File: src/hw/rtl/ecisl_pkg.sv
`timescale 1ns / 1ps

package ecisl_pkg;

    // Field widths fixed by the item formats.
    localparam int SP_W    = 16;   // set point
    localparam int TGT_W   = 14;   // set point after the divide by five
    localparam int POS_W   = 16;   // position count and speed
    localparam int CMD_W   = 8;    // drive command
    localparam int KI_W    = 8;    // integral gain
    localparam int MODE_W  = 2;    // encoder mode
    localparam int CFG_W   = 8;    // configuration write data
    localparam int CFG_A_W = 1;    // configuration register index

    // The command is clipped to plus or minus this value.
    localparam int CMD_LIMIT = 100;

    // Divide by five: multiply by ceil(2^18 / 5) and shift right by 18.
    // The result is exact for every magnitude below 2^16.
    localparam int DIV5_RECIP = 52429;
    localparam int DIV5_SHIFT = 18;

    typedef enum logic [0:0] {
        KIND_SAMPLE = 1'b0,
        KIND_STEP   = 1'b1
    } t_kind;

    typedef enum logic [CFG_A_W-1:0] {
        CFG_KI_GAIN  = 1'b0,
        CFG_ENC_MODE = 1'b1
    } t_cfg_idx;

    localparam logic [MODE_W-1:0] ENC_MODE_COUNT = 2'd0;

endpackage

File: src/hw/rtl/ecisl_in_if.sv
`timescale 1ns / 1ps

interface ecisl_in_if;
    logic                                  valid;
    logic                                  ready;
    logic                                  kind;
    logic                                  enc_a;
    logic signed [ecisl_pkg::SP_W-1:0]     set_point;

    modport source (output valid, output kind, output enc_a, output set_point, input ready);
    modport sink   (input valid, input kind, input enc_a, input set_point, output ready);
endinterface

File: src/hw/rtl/ecisl_out_if.sv
`timescale 1ns / 1ps

interface ecisl_out_if;
    logic                                  valid;
    logic                                  ready;
    logic signed [ecisl_pkg::CMD_W-1:0]    drive_command;
    logic signed [ecisl_pkg::POS_W-1:0]    speed_estimate;
    logic signed [ecisl_pkg::POS_W-1:0]    count;

    modport source (output valid, output drive_command, output speed_estimate, output count,
                    input ready);
    modport sink   (input valid, input drive_command, input speed_estimate, input count,
                    output ready);
endinterface

File: src/hw/rtl/ecisl_div5.sv
`timescale 1ns / 1ps

// Signed divide by five, truncating toward zero, by reciprocal multiplication
// of the magnitude.
module ecisl_div5 (
    input  logic signed [ecisl_pkg::SP_W-1:0]  i_dividend,
    output logic signed [ecisl_pkg::TGT_W-1:0] o_quotient
);

    localparam int ProdW = 2 * ecisl_pkg::SP_W;
    localparam int QmW   = ecisl_pkg::TGT_W - 1;

    logic [ecisl_pkg::SP_W-1:0] mag;
    logic [ProdW-1:0]           prod;
    logic [QmW-1:0]             qmag;

    always_comb begin
        mag  = i_dividend[ecisl_pkg::SP_W-1] ? (~i_dividend + 1'b1) : i_dividend;
        prod = ProdW'(mag) * ProdW'(ecisl_pkg::DIV5_RECIP);
        qmag = prod[ecisl_pkg::DIV5_SHIFT +: QmW];
        if (i_dividend[ecisl_pkg::SP_W-1]) begin
            o_quotient = -$signed({1'b0, qmag});
        end else begin
            o_quotient = $signed({1'b0, qmag});
        end
    end

endmodule

File: src/hw/rtl/encoder_count_integral_speed_loop.sv
`timescale 1ns / 1ps

// Encoder counter with an integral speed loop.
//
// Items arrive on i_in (valid/ready). A sample item (kind 0) carries the level
// of encoder channel A; in encoder mode 0 every change of that level moves the
// position count one step in the direction of the present drive command, or
// not at all while that command is zero. A control step item (kind 1) carries
// a set point; the block divides it by five, measures speed as the position
// change since the previous step, adds ki_gain times the speed error to the
// command and clips it to -100..100. A zero scaled set point clears the command.
// Every item yields one result on o_out: command, last speed and position,
// all taken after the item's update.
//
// From acceptance to o_out.valid, the item is first registered with its set
// point already divided, then one pass of logic updates the state and loads
// the result register. One item is accepted per cycle; the single gain
// multiplier in the update pass sets the clock. When the receiver stalls,
// the result and the item behind it hold, and i_in.ready drops once both
// registers are full. Reset clears the state, empties both stages and loads
// ki_gain = 1 and encoder_mode = 0. Configuration writes (i_cfg_we) take
// effect at the next edge.
module encoder_count_integral_speed_loop (
    input  logic                              i_clk,
    input  logic                              i_rst_n,
    input  logic                              i_cfg_we,
    input  logic [ecisl_pkg::CFG_A_W-1:0]     i_cfg_idx,
    input  logic [ecisl_pkg::CFG_W-1:0]       i_cfg_data,
    ecisl_in_if.sink                          i_in,
    ecisl_out_if.source                       o_out
);

    localparam int PosW  = ecisl_pkg::POS_W;
    localparam int TgtW  = ecisl_pkg::TGT_W;
    localparam int CmdW  = ecisl_pkg::CMD_W;
    localparam int ErrW  = PosW + 1;
    localparam int ProdW = ErrW + ecisl_pkg::KI_W + 1;
    localparam int SumW  = ProdW + 1;
    localparam logic signed [SumW-1:0] LimPos = SumW'(ecisl_pkg::CMD_LIMIT);
    localparam logic signed [SumW-1:0] LimNeg = -LimPos;

    // Configuration registers.
    logic [ecisl_pkg::KI_W-1:0]   r_ki_gain;
    logic [ecisl_pkg::MODE_W-1:0] r_enc_mode;

    // Loop state.
    logic [PosW-1:0]              r_pos;
    logic [PosW-1:0]              r_pos_last;
    logic signed [CmdW-1:0]       r_accum;
    logic                         r_last_a;
    logic [PosW-1:0]              r_last_speed;

    // Input stage.
    logic                         r_in_vld;
    ecisl_pkg::t_kind             r_kind;
    logic                         r_enc_a;
    logic signed [TgtW-1:0]       r_tgt;

    // Result stage.
    logic                         r_out_vld;
    logic signed [CmdW-1:0]       r_out_cmd;
    logic [PosW-1:0]              r_out_speed;
    logic [PosW-1:0]              r_out_count;

    logic                         out_free;
    logic                         advance;
    logic                         in_take;
    logic signed [TgtW-1:0]       tgt_in;

    logic [PosW-1:0]              delta;
    logic signed [ErrW-1:0]       err;
    logic signed [ProdW-1:0]      prod;
    logic signed [SumW-1:0]       sum;
    logic signed [CmdW-1:0]       n_accum;
    logic [PosW-1:0]              n_pos;
    logic [PosW-1:0]              n_pos_last;
    logic                         n_last_a;
    logic [PosW-1:0]              n_last_speed;

    ecisl_div5 u_div5 (
        .i_dividend (i_in.set_point),
        .o_quotient (tgt_in)
    );

    // The result register frees when empty or when its item is taken; the
    // input stage moves into it in that same cycle.
    assign out_free   = !r_out_vld || o_out.ready;
    assign advance    = r_in_vld && out_free;
    assign i_in.ready = !r_in_vld || out_free;
    assign in_take    = i_in.valid && i_in.ready;

    always_ff @(posedge i_clk) begin
        if (!i_rst_n) begin
            r_ki_gain  <= ecisl_pkg::KI_W'(1);
            r_enc_mode <= ecisl_pkg::ENC_MODE_COUNT;
        end else if (i_cfg_we) begin
            unique case (ecisl_pkg::t_cfg_idx'(i_cfg_idx))
                ecisl_pkg::CFG_KI_GAIN:  r_ki_gain  <= i_cfg_data;
                ecisl_pkg::CFG_ENC_MODE: r_enc_mode <= i_cfg_data[ecisl_pkg::MODE_W-1:0];
                default: ;
            endcase
        end
    end

    // Update pass: everything the registered item does to the state.
    always_comb begin
        n_pos        = r_pos;
        n_pos_last   = r_pos_last;
        n_accum      = r_accum;
        n_last_a     = r_last_a;
        n_last_speed = r_last_speed;

        delta = r_pos - r_pos_last;
        err   = ErrW'(r_tgt) - ErrW'($signed(delta));
        prod  = $signed({1'b0, r_ki_gain}) * err;
        sum   = SumW'(r_accum) + SumW'(prod);

        if (r_kind == ecisl_pkg::KIND_SAMPLE) begin
            if (r_enc_mode == ecisl_pkg::ENC_MODE_COUNT && r_enc_a != r_last_a) begin
                n_last_a = r_enc_a;
                if (r_accum > 0) begin
                    n_pos = r_pos + 1'b1;
                end else if (r_accum < 0) begin
                    n_pos = r_pos - 1'b1;
                end
            end
        end else begin
            n_last_speed = delta;
            n_pos_last   = r_pos;
            priority if (r_tgt == '0) begin
                n_accum = '0;
            end else if (sum > LimPos) begin
                n_accum = CmdW'(LimPos);
            end else if (sum < LimNeg) begin
                n_accum = CmdW'(LimNeg);
            end else begin
                n_accum = CmdW'(sum);
            end
        end
    end

    always_ff @(posedge i_clk) begin
        if (!i_rst_n) begin
            r_in_vld     <= 1'b0;
            r_out_vld    <= 1'b0;
            r_pos        <= '0;
            r_pos_last   <= '0;
            r_accum      <= '0;
            r_last_a     <= 1'b0;
            r_last_speed <= '0;
        end else begin
            if (in_take) begin
                r_in_vld <= 1'b1;
            end else if (advance) begin
                r_in_vld <= 1'b0;
            end
            if (advance) begin
                r_out_vld <= 1'b1;
            end else if (o_out.ready) begin
                r_out_vld <= 1'b0;
            end
            if (advance) begin
                r_pos        <= n_pos;
                r_pos_last   <= n_pos_last;
                r_accum      <= n_accum;
                r_last_a     <= n_last_a;
                r_last_speed <= n_last_speed;
            end
        end
    end

    always_ff @(posedge i_clk) begin
        if (in_take) begin
            r_kind  <= ecisl_pkg::t_kind'(i_in.kind);
            r_enc_a <= i_in.enc_a;
            r_tgt   <= tgt_in;
        end
        if (advance) begin
            r_out_cmd   <= n_accum;
            r_out_speed <= n_last_speed;
            r_out_count <= n_pos;
        end
    end

    assign o_out.valid          = r_out_vld;
    assign o_out.drive_command  = r_out_cmd;
    assign o_out.speed_estimate = $signed(r_out_speed);
    assign o_out.count          = $signed(r_out_count);

`ifndef SYNTHESIS
    // The command never leaves its clipping range.
    a_cmd_range: assert property (@(posedge i_clk) disable iff (!i_rst_n)
        (r_accum <= CmdW'(ecisl_pkg::CMD_LIMIT)) && (r_accum >= -CmdW'(ecisl_pkg::CMD_LIMIT)))
        else $error("drive command outside its limits");

    // A stalled result freezes the loop state.
    a_stall_holds: assert property (@(posedge i_clk) disable iff (!i_rst_n)
        (r_out_vld && !o_out.ready) |=> ($stable(r_pos) && $stable(r_accum)))
        else $error("state changed while the result was stalled");

    // A control step with a zero scaled set point clears the command.
    a_zero_clears: assert property (@(posedge i_clk) disable iff (!i_rst_n)
        (advance && r_kind == ecisl_pkg::KIND_STEP && r_tgt == '0) |=> (r_accum == '0))
        else $error("zero set point did not clear the command");

    // A sample item leaves the speed and the step reference alone.
    a_sample_speed: assert property (@(posedge i_clk) disable iff (!i_rst_n)
        (advance && r_kind == ecisl_pkg::KIND_SAMPLE)
            |=> ($stable(r_last_speed) && $stable(r_pos_last)))
        else $error("sample item changed the speed state");

    // A held item in the input stage is never dropped.
    a_in_kept: assert property (@(posedge i_clk) disable iff (!i_rst_n)
        (r_in_vld && !advance) |=> r_in_vld)
        else $error("input stage lost an item");
`endif

endmodule

File: src/flat_wrapper.sv
// flat-port wrapper written by rule: the top's interface ports become plain ports
module encoder_count_integral_speed_loop_flat 
  (i_clk, i_rst_n, i_cfg_we, i_cfg_idx, i_cfg_data, i_in_valid, i_in_kind, i_in_enc_a, i_in_set_point, i_in_ready, o_out_valid, o_out_drive_command, o_out_speed_estimate, o_out_count, o_out_ready);
  ecisl_in_if i_in_i ();
  ecisl_out_if o_out_i ();
  input  logic i_clk;
  input  logic i_rst_n;
  input  logic i_cfg_we;
  input  logic [ecisl_pkg::CFG_A_W-1:0] i_cfg_idx;
  input  logic [ecisl_pkg::CFG_W-1:0] i_cfg_data;
  input wire logic [$bits(i_in_i.valid)-1:0] i_in_valid;
  input wire logic [$bits(i_in_i.kind)-1:0] i_in_kind;
  input wire logic [$bits(i_in_i.enc_a)-1:0] i_in_enc_a;
  input wire logic [$bits(i_in_i.set_point)-1:0] i_in_set_point;
  output wire logic [$bits(i_in_i.ready)-1:0] i_in_ready;
  output wire logic [$bits(o_out_i.valid)-1:0] o_out_valid;
  output wire logic [$bits(o_out_i.drive_command)-1:0] o_out_drive_command;
  output wire logic [$bits(o_out_i.speed_estimate)-1:0] o_out_speed_estimate;
  output wire logic [$bits(o_out_i.count)-1:0] o_out_count;
  input wire logic [$bits(o_out_i.ready)-1:0] o_out_ready;
  assign i_in_i.valid = i_in_valid;
  assign i_in_i.kind = i_in_kind;
  assign i_in_i.enc_a = i_in_enc_a;
  assign i_in_i.set_point = i_in_set_point;
  assign i_in_ready = i_in_i.ready;
  assign o_out_valid = o_out_i.valid;
  assign o_out_drive_command = o_out_i.drive_command;
  assign o_out_speed_estimate = o_out_i.speed_estimate;
  assign o_out_count = o_out_i.count;
  assign o_out_i.ready = o_out_ready;
  encoder_count_integral_speed_loop u_core (.i_clk(i_clk), .i_rst_n(i_rst_n), .i_cfg_we(i_cfg_we), .i_cfg_idx(i_cfg_idx), .i_cfg_data(i_cfg_data), .i_in(i_in_i), .o_out(o_out_i));
endmodule
File: config.mk
export PLATFORM = sky130hd
export DESIGN_NAME = encoder_count_integral_speed_loop_flat
export DESIGN_NICKNAME = d
export VERILOG_FILES = /design/src/hw/rtl/ecisl_pkg.sv /design/src/hw/rtl/ecisl_in_if.sv /design/src/hw/rtl/ecisl_out_if.sv /design/src/hw/rtl/ecisl_div5.sv /design/src/hw/rtl/encoder_count_integral_speed_loop.sv /design/src/flat_wrapper.sv
export SDC_FILE = /design/constraint.sdc
export NUM_CORES = 1
export LEC_CHECK = 0
export BUFFER_PORTS_ARGS = -buffer_cell sky130_fd_sc_hd__clkbuf_2
export CORE_MARGIN = 1
export CORE_UTILIZATION = 59
export DETAILED_ROUTE_END_ITERATION = 8
export PLACE_DENSITY = 0.8
export SLEW_MARGIN = 25
export SYNTH_ARGS = -nofsm -noshare
export SYNTH_HDL_FRONTEND = slang
export SYNTH_HIERARCHICAL = 1
export SYNTH_SLANG_ARGS = --single-unit
File: constraint.sdc
create_clock -name i_clk -period 10.3 [get_ports i_clk]
set_input_delay 2.575 -clock i_clk [delete_from_list [all_inputs] [get_ports i_clk]]
set_output_delay 2.575 -clock i_clk [all_outputs]
set_load 0.05 [all_outputs]
After elaboration in Yosys (flattened, before gate mapping)
Index checks and enable logic that the tools add are counted.

Register bits after elaboration: 125. Output and inout port bits: 42. Word-level logic and storage cells: 63.

Add/sub/neg operators: 7. $mul: 2. Magnitude comparators: 4. Eq/ne operators: 1. Multiplexer cells: 15. Bitwise gates (word level): 3. Reduce and logical (&&, ||, !) cells: 15.

Operator list (count): 16-bit two-way mux (6); 16-bit by 1-bit adder with 16-bit output, second input constant (2); 8-bit two-way mux (4); 16-bit by 16-bit multiplier with 31-bit output, second input constant (1); 8-bit by 26-bit adder with 27-bit output (1); 27-bit by 8-bit > comparator with 1-bit output, second input constant (1); 27-bit by 8-bit < comparator with 1-bit output, second input constant (1); 9-bit by 17-bit multiplier with 26-bit output (1); 14-bit by 16-bit subtractor with 17-bit output (1); 16-bit NOT (1); 16-bit by 1-bit subtractor with 16-bit output, second input constant (1); 16-bit subtractor (1); 14-bit logical NOT (1); 13-bit negator with 14-bit output (1); 13-bit two-way mux (1); 8-bit by 1-bit > comparator with 1-bit output, second input constant (1); 8-bit by 1-bit < comparator with 1-bit output, second input constant (1); 2-bit AND reduction (3); 1-bit two-way mux (4); 2-bit nonzero test (2); 1-bit logical AND (3); 3-bit AND reduction (1); 1-bit logical NOT (2); 2-bit logical NOT (1); 3 further kinds (5).

Logic depth before layout (Yosys ltp)
Gate-level depths: netlist of the first run.

Word-level depth: 9. Mapped depth: 49.

By module
The synthesis of the first run kept the hierarchy.

Modules (own cells, without submodules): encoder_count_integral_speed_loop (times used 1, cells each 1535, area an instance 13379.1 um^2); ecisl_div5 (times used 1, cells each 613, area an instance 5341.4 um^2).

Worst setup path before layout of the first run
No wires, ideal clock.

Kind: register to register. Start point: register u_core.r_pos[0]. End point: register u_core.r_out_cmd[2], in the netlist u_core/o_out.drive_command[2] (data pin). Arrival time: 9.868 ns. Data required time: 10.039 ns. Path slack: 0.171 ns. Cell stages (with the launch flop): 49. Path buffers: 3. Cell sequence: dfxtp_1 > clkbuf_1 > inv_1 > ha_1 > inv_1 > fa_1 > a21oi_2 > and2b_1 > nor2_1 > xnor2_1 > inv_1 > ha_1 > o21a_1 > o31a_1 > o311ai_0 > a211oi_2 > o221ai_4 > a2111oi_4 > (+13 left out) > xnor2_1 > fa_1 > fa_1 > inv_1 > fa_1 > inv_1 > ha_1 > a21oi_1 > nor2b_1 > o21ai_0 > a31oi_1 > o21ai_0 > o21bai_1 > o31ai_1 > xnor2_1 > clkbuf_1 > a22oi_1 > a221o_1.

Longest elaborated chain between the ends: 9. Elaborated cells between the ends (all ways): 10. Classes of those cells: add/sub: 3; mul: 1; order compare: 2; mux: 4.

RTL lines: start: declaration (RTL line encoder_count_integral_speed_loop.sv:47) `logic [PosW-1:0] r_pos;`; start signal: assignment (RTL line encoder_count_integral_speed_loop.sv:163) `r_pos <= n_pos;`; 16-bit subtractor * (RTL line encoder_count_integral_speed_loop.sv:113) `delta = r_pos - r_pos_last;`; 14-bit by 16-bit subtractor with 17-bit output * (RTL line encoder_count_integral_speed_loop.sv:114) `err = ErrW'(r_tgt) - ErrW'($signed(delta));`; 9-bit by 17-bit multiplier with 26-bit output * (RTL line encoder_count_integral_speed_loop.sv:115) `prod = $signed({1'b0, r_ki_gain}) * err;`; 8-bit by 26-bit adder with 27-bit output * (RTL line encoder_count_integral_speed_loop.sv:116) `sum = SumW'(r_accum) + SumW'(prod);`; 27-bit by 8-bit < comparator with 1-bit output (RTL line encoder_count_integral_speed_loop.sv:134) `end else if (sum < LimNeg) begin`; 8-bit two-way mux (RTL line encoder_count_integral_speed_loop.sv:134); 8-bit two-way mux * (RTL line encoder_count_integral_speed_loop.sv:132) `end else if (sum > LimPos) begin`; 8-bit two-way mux * (RTL line encoder_count_integral_speed_loop.sv:130) `priority if (r_tgt == '0) begin`; 8-bit two-way mux * (RTL line encoder_count_integral_speed_loop.sv:118) `if (r_kind == ecisl_pkg::KIND_SAMPLE) begin`; named net u_core.n_accum[2] (RTL line encoder_count_integral_speed_loop.sv:74) `logic signed [CmdW-1:0] n_accum;`; end signal: assignment (RTL line encoder_count_integral_speed_loop.sv:179) `r_out_cmd <= n_accum;`; end: declaration (RTL line encoder_count_integral_speed_loop.sv:61) `logic signed [CmdW-1:0] r_out_cmd;`.

Mark *: on every way through the listed nets, which the timed path passes. The rest lies on a longest branch. A chain may end at the register's enable or synchronous reset.

Worst setup path in the final report of the first run
Ends and elaborated chain as after synthesis.

==> results of run 1 <==
-- through the flow --
stage          TNS [ps]  worst slack (ps)
6_report              0               271
5_1_grt            -356              -108
4_1_cts               0              59.1
3_5_place_dp       -367              -162
3_3_place_gp          0               178
2_1_floorplan         0               171
-- layout make-up --
| class | instances | area [um2] | area share |
|---|---|---|---|
| Timing Repair Buffer | 128 | 778 | 0.0380 |
| Inverter | 369 | 1390 | 0.0676 |
| Multi-Input combinational cell | 1582 | 14200 | 0.693 |
| Clock inverter | 15 | 153 | 0.00745 |
| Tap cell | 396 | 495 | 0.0242 |
| Sequential cell | 125 | 3060 | 0.149 |
| Clock buffer | 17 | 425 | 0.0208 |
-- how the worst max path moves through the flow --
stage / start / to / slack (ps) / cells past startpoint
after global placement: i_in_set_point[2] / u_core/r_tgt[12]$_DFFE_PP_ / 180 / 28
after detailed placement: i_in_set_point[2] / u_core/r_tgt[12]$_DFFE_PP_ / -160 / 28
after CTS: u_core/r_pos[0]$_SDFFE_PN0P_ / u_core/o_out.drive_command[2]$_DFFE_PP_ / 60 / 46
final: u_core/r_pos[0]$_SDFFE_PN0P_ / u_core/o_out.drive_command[2]$_DFFE_PP_ / 270 / 39
after global routing: u_core/r_pos[0]$_SDFFE_PN0P_ / u_core/o_out.drive_command[2]$_DFFE_PP_ / -110 / 47
after floorplan: u_core/r_pos[0]$_SDFFE_PN0P_ / u_core/o_out.drive_command[2]$_DFFE_PP_ / 170 / 48
-- registers in the layout (all words and copies together), names as in the netlist --
| signal | cells |
|---|---|
| u_core/o_out.count | 16 |
| u_core/o_out.drive_command | 8 |
| u_core/o_out.speed_estimate | 16 |
| u_core/o_out.valid | 1 |
| u_core/r_accum | 8 |
| u_core/r_enc_a | 1 |
| u_core/r_enc_mode | 2 |
| u_core/r_in_vld | 1 |
| u_core/r_ki_gain | 8 |
| u_core/r_kind | 1 |
| u_core/r_last_a | 1 |
| u_core/r_last_speed | 16 |
| u_core/r_pos | 16 |
| u_core/r_pos_last | 16 |
| u_core/r_tgt | 14 |
-- logic make-up after synthesis --
family / count (synthesis) / share of synthesized area
and+or+nand+nor: 634 / 0.167
muxes: 12 / 0.00695
adders and majority gates: 426 / 0.365
buffers and inverters: 441 / 0.0898
AOI/OAI and AO/OA: 380 / 0.146
xor gates and xnor gates: 130 / 0.0620
DFF: 125 / 0.164
-- synthesized netlist by cell type (6+ instances only) --
master    instances
nand2_1         252
nor2b_1          27
a21oi_2           7
dfxtp_1          69
o21a_1           12
or3_1            12
nor3b_1          13
or4_1             8
a211oi_1          6
clkbuf_1         61
nand4_1          19
nor3_1           33
or2_2             7
nand2b_1         22
o31ai_1          15
and2_1           75
o21ai_0          81
o21bai_1          6
mux2_2            8
nand3_1          26
and3_1            9
a21o_1           29
nor4_1           13
xnor2_1          94
fa_1            201
a21boi_0         43
xor2_1           33
edfxtp_1         56
o211ai_1         12
ha_1            221
a21oi_1          75
inv_1           366
a31oi_1           6
nor2_1           97
-- repair_timing --
item	CTS	global route
setup buffers	1	7
resized for setup	2	48
pin swaps	1	33
endpoints found under the setup margin	8	18
-- worst max-delay path, delay by kind of cell (launching register included) --
| kind | cells | cell delay (ps) |
|---|---|---|
| adder cells (fa/ha/maj) | 10 | 4090 |
| AND/OR/NAND/NOR | 6 | 1240 |
| buffers and inverters | 7 | 510 |
| XOR/XNOR | 2 | 400 |
| flip-flops | 1 | 330 |
| AO/OA/AOI/OAI | 14 | 3180 |
-- metal layers --
metal  share of wire  up-vias
li1                -     7261
met1            0.43     7393
met2            0.49      491
met3           0.051       96
met4           0.035        0
met5               0        -
==> out/metrics.csv, run 1 <==
metric,value,unit
outcome,finished clean,
grt_max_degree,65,
skew,11.4,ps
synth-seq-area-share,0.164,
final_cell_mix,"inv_1 (362), nand2_1 (252), ha_1 (215)",
synthesis.area,0.0187,mm2
cp.required,10470,ps
dr.pass1.iters,6,
boundaryPins,74,
synthFlopType,dfxtp_1,
die_h,180,um
rows,64,
syn_nets,2602,
r2r_start,u_core/r_pos[0]$_SDFFE_PN0P_,
antenna_found_initial,1,
fp.dieW,180,um
antenna_cells,0,
period_share,0.974,
cts.sinks,125,
async_flop_share,0,
synth-seq-cells,125,
hp-start,u_core/r_last_speed[11]$_SDFFE_PN0P_,
layout_commonest_cell,inv_1,
holdPathEnd,u_core/r_last_speed[11]$_SDFFE_PN0P_,
worst_pin_slew,972,ps
postCtsHoldBufs,0,
hpwl,36400,um
cpMostUsedCell,fa_1,
grt.busiest_layer,met2,
clk-insertion-delay-late,420,ps
met3_usage,0.0340,
synth_edf_count,56,
final_cells,2632,
gr-usage-met2,0.491,
crit_path_start_kind,register,
placed_cells,2592,
hold_class,reg2reg,
cts-root-buf,clkbuf_16,
wire_per_inst,17.2,um
wl,45100,um
max_stage_delay,540,ps
initial_core_util,0.606,
crit_fanout,4,
utilization,0.663,
die_area,0.0324,mm2
yosysUniqueCellTypes,101,
layout_min_cycle_time,10030,ps
critPathKind,reg2reg,
fillers,2504,
synth_top_area_cell,fa_1,
overflow,0,
ant_nets,0,
max_cap_viol_count,0,
slew_headroom,0.349,
r2r_setup_slack,270,ps
cts_buffers,17,
yosys-top-cells-area,"fa_1 (21%), ha_1 (15%), edfxtp_1 (9.0%), dfxtp_1 (7.4%), inv_1 (7.3%)",
clk_path_buf_depth,2,
nNetsFinal,2677,
core,0.0309,mm2
stdcell_area,0.0205,mm2
cts_tree,built,
htree_num_levels,4,
area_growth,9.45,%
groute.usage.overall,0.284,
hold-path-cell-count,2,
grt_pass1_wl,74600,um
io_buffers,73,
drc,0,
regToRegEndpoint,u_core/o_out.drive_command[2]$_DFFE_PP_,
synth_top_area_share,0.215,
fin_hold_ws,465,ps
clk_pin_slew,60,ps
slowest_stage,fa_1,
gp_congestion,0.939,
grtUsageMet1,0.361,
grt_pass1_vias,15400,
via_per_inst,5.79,
yosys_warnings,6,
r2r_cells,39,
worstPathArrival,10200,ps
drt_iter0_drc,978,
slew_viol_final,0,
end_kind,register,
hold_viol_final,0,
place_area,0.0196,mm2
vias,15200,
setup_viol,0,
syn_avg_cell_area,8.72,um2
drive_gt1_frac,0.114,
syn_inst,2148,
clock.fmax,0.0997,GHz
Power of run 1 is left out: the tool's default activity adds up to more than one toggle a clock period on the data nets, which glitch-free logic cannot reach.
==> inputs of run 2 (changes only) <==
--- a/config.mk
+++ b/config.mk
@@ -7,9 +7,10 @@
 export LEC_CHECK = 0
 export BUFFER_PORTS_ARGS = -buffer_cell sky130_fd_sc_hd__clkbuf_2
 export CORE_MARGIN = 1
-export CORE_UTILIZATION = 59
+export CORE_UTILIZATION = 65
 export DETAILED_ROUTE_END_ITERATION = 8
-export PLACE_DENSITY = 0.8
+export PLACE_DENSITY = 0.83
+export SETUP_SLACK_MARGIN = 0.1
 export SLEW_MARGIN = 25
 export SYNTH_ARGS = -nofsm -noshare
 export SYNTH_HDL_FRONTEND = slang
==> constraint.sdc (replaced) <==
create_clock -name i_clk -period 11.6 [get_ports i_clk]
set_input_delay 2.9 -clock i_clk [delete_from_list [all_inputs] [get_ports i_clk]]
set_output_delay 2.9 -clock i_clk [all_outputs]
set_load 0.05 [all_outputs]
==> out/metrics.csv, run 2 (synthesis gave the netlist of run 1 again) <==
metric,value,unit,change
gp_congestion,0.945,,was 0.939
hold_viol_final,0,,unchanged
max_cap_viol_count,0,,unchanged
rsz0062_at_grt,no,,
clk_path_buf_depth,2,,unchanged
cts.sinks,125,,unchanged
stdcell_area,0.0200,mm2,was 0.0205 mm2
grt_max_degree,65,,unchanged
grt_pass1_wl,72400,um,"was 74,600 um"
outcome,finished clean,,unchanged
period_share,0.940,,was 0.974
fin_hold_ws,463,ps,was 465 ps
rows,61,,was 64
end_kind,register,,unchanged
setup_viol,0,,unchanged
cts-root-buf,clkbuf_16,,unchanged
die_h,172,um,was 180 um
crit_path_start_kind,register,,unchanged
crit_fanout,15,,was 4
cts_buffers,17,,unchanged
worst_pin_slew,997,ps,was 972 ps
vias,15000,,was 15.2k
layout_min_cycle_time,10900,ps,"was 10,030 ps"
setup-tns-final,0,ps,unchanged
cts_tree,built,,unchanged
worstPathArrival,11070,ps,"was 10,200 ps"
groute.usage.overall,0.309,,was 0.284
hpwl,35500,um,"was 36,400 um"
initial_core_util,0.667,,was 0.606
grt_pass1_vias,15200,,was 15.4k
cp.required,11770,ps,"was 10,470 ps"
drt_iter0_drc,1106,,was 978
nNetsFinal,2637,,"was 2,677"
clk-insertion-delay-late,420,ps,about the same
wl,43800,um,"was 45,100 um"
final_cell_mix,"inv_1 (366), nand2_1 (252), ha_1 (221)",,"was inv_1 (362), nand2_1 (252), ha_1 (215)"
antenna_cells,0,,unchanged
boundaryPins,74,,unchanged
slowest_stage,fa_1,,unchanged
startpoint,u_core/r_pos[0]$_SDFFE_PN0P_,,unchanged
area_growth,6.67,%,was 9.45%
hp-start,u_core/r_pos_last[10]$_SDFFE_PN0P_,,was u_core/r_last_speed[11]$_SDFFE_PN0P_
drive_gt1_frac,0.0842,,was 0.114
dr.pass1.iters,6,,unchanged
place_area,0.0193,mm2,was 0.0196 mm2
antenna_found_initial,0,,was 1
slew_viol_final,0,,unchanged
hold_class,reg2reg,,unchanged
clk_pin_slew,60,ps,about the same
critPathTopFamily,compound AO/OA/AOI/OAI gates,,was adder cells
max_stage_delay,540,ps,about the same
die_area,0.0295,mm2,was 0.0324 mm2
r2r_start,u_core/r_pos[0]$_SDFFE_PN0P_,,unchanged
cp_num_buf_inv,5,,was 7
layout_commonest_cell,inv_1,,unchanged
fp.dieW,172,um,was 180 um
htree_num_levels,4,,unchanged
slew_headroom,0.329,,was 0.349
skew,11.6,ps,was 11.4 ps
wire_per_inst,17.0,um,was 17.2 um
critPathKind,reg2reg,,unchanged
core,0.0281,mm2,was 0.0309 mm2
drc,0,,unchanged
cpMostUsedCell,inv_1,,was fa_1
ant_nets,0,,unchanged
clock.fmax,0.0918,GHz,was 0.0997 GHz
overflow,0,,unchanged
via_per_inst,5.84,,was 5.79
io_buffers,73,,unchanged
-- run 2: changes by cell type in the layout (fill, tap and decap cells not counted), moves of 4 or more --
| cell | delta |
|---|---|
| ha_1 | +6 |
| buf_4 | -40 |
| inv_2 | -4 |
| o21ai_0 | +6 |
| o21ai_1 | -5 |
| inv_1 | +4 |
-- run 2: timing repair --
action | 4_1_cts | 5_1_grt
hold buffers | 0 | 0
gates resized for setup | 0 | 5
buffers inserted | 0 | 4
hold endpoints to repair | 0 | 0
endpoints found under the setup margin | 0 | 14
-- run 2: worst paths after layout --
kind	end	slack, ps	cells after the start
worst max register to register	u_core/o_out.drive_command[2]$_DFFE_PP_	700	46
worst min register to register	u_core/r_pos_last[10]$_SDFFE_PN0P_	460	2
worst max-delay path	u_core/o_out.drive_command[2]$_DFFE_PP_	700	46
worst min-delay path	u_core/r_pos_last[10]$_SDFFE_PN0P_	460	2
-- run 2: worst min-delay path, stage by stage, from the launching register on --
cell and delay, ps:
dfxtp_1 310, nand2_1 40, a21boi_0 60
-- run 2: area by class of cell --
class / instances / area [um2]
clock buffer: 17 / 425
clock inverter: 15 / 148
fill: 2229 / 8120
inverter: 369 / 1390
multi-input combinational: 1582 / 14000
sequential: 125 / 3060
tap: 378 / 473
timing repair buffer: 88 / 478
-- run 2: per-stage QoR --
step | cells | worst slack (ps) | util
floorplan | 2148 | 1470 | -
global placement | 2538 | 991 | 0.689
detailed placement | 2538 | 546 | 0.689
CTS | 2570 | 499 | 0.709
global route | 2574 | 62.3 | 0.711
finish | 2574 | 701 | 0.711
-- run 2: metal layers --
| metal | vias up | GRT usage | routed length [um] |
|---|---|---|---|
| met5 | - | 0 | 0 |
| met4 | 0 | 0.0784 | 797 |
| met3 | 59 | 0.0290 | 1870 |
| met2 | 447 | 0.554 | 22000 |
| li1 | 7178 | - | - |
| met1 | 7359 | 0.398 | 19200 |
Power of run 2 is left out for the same reason.
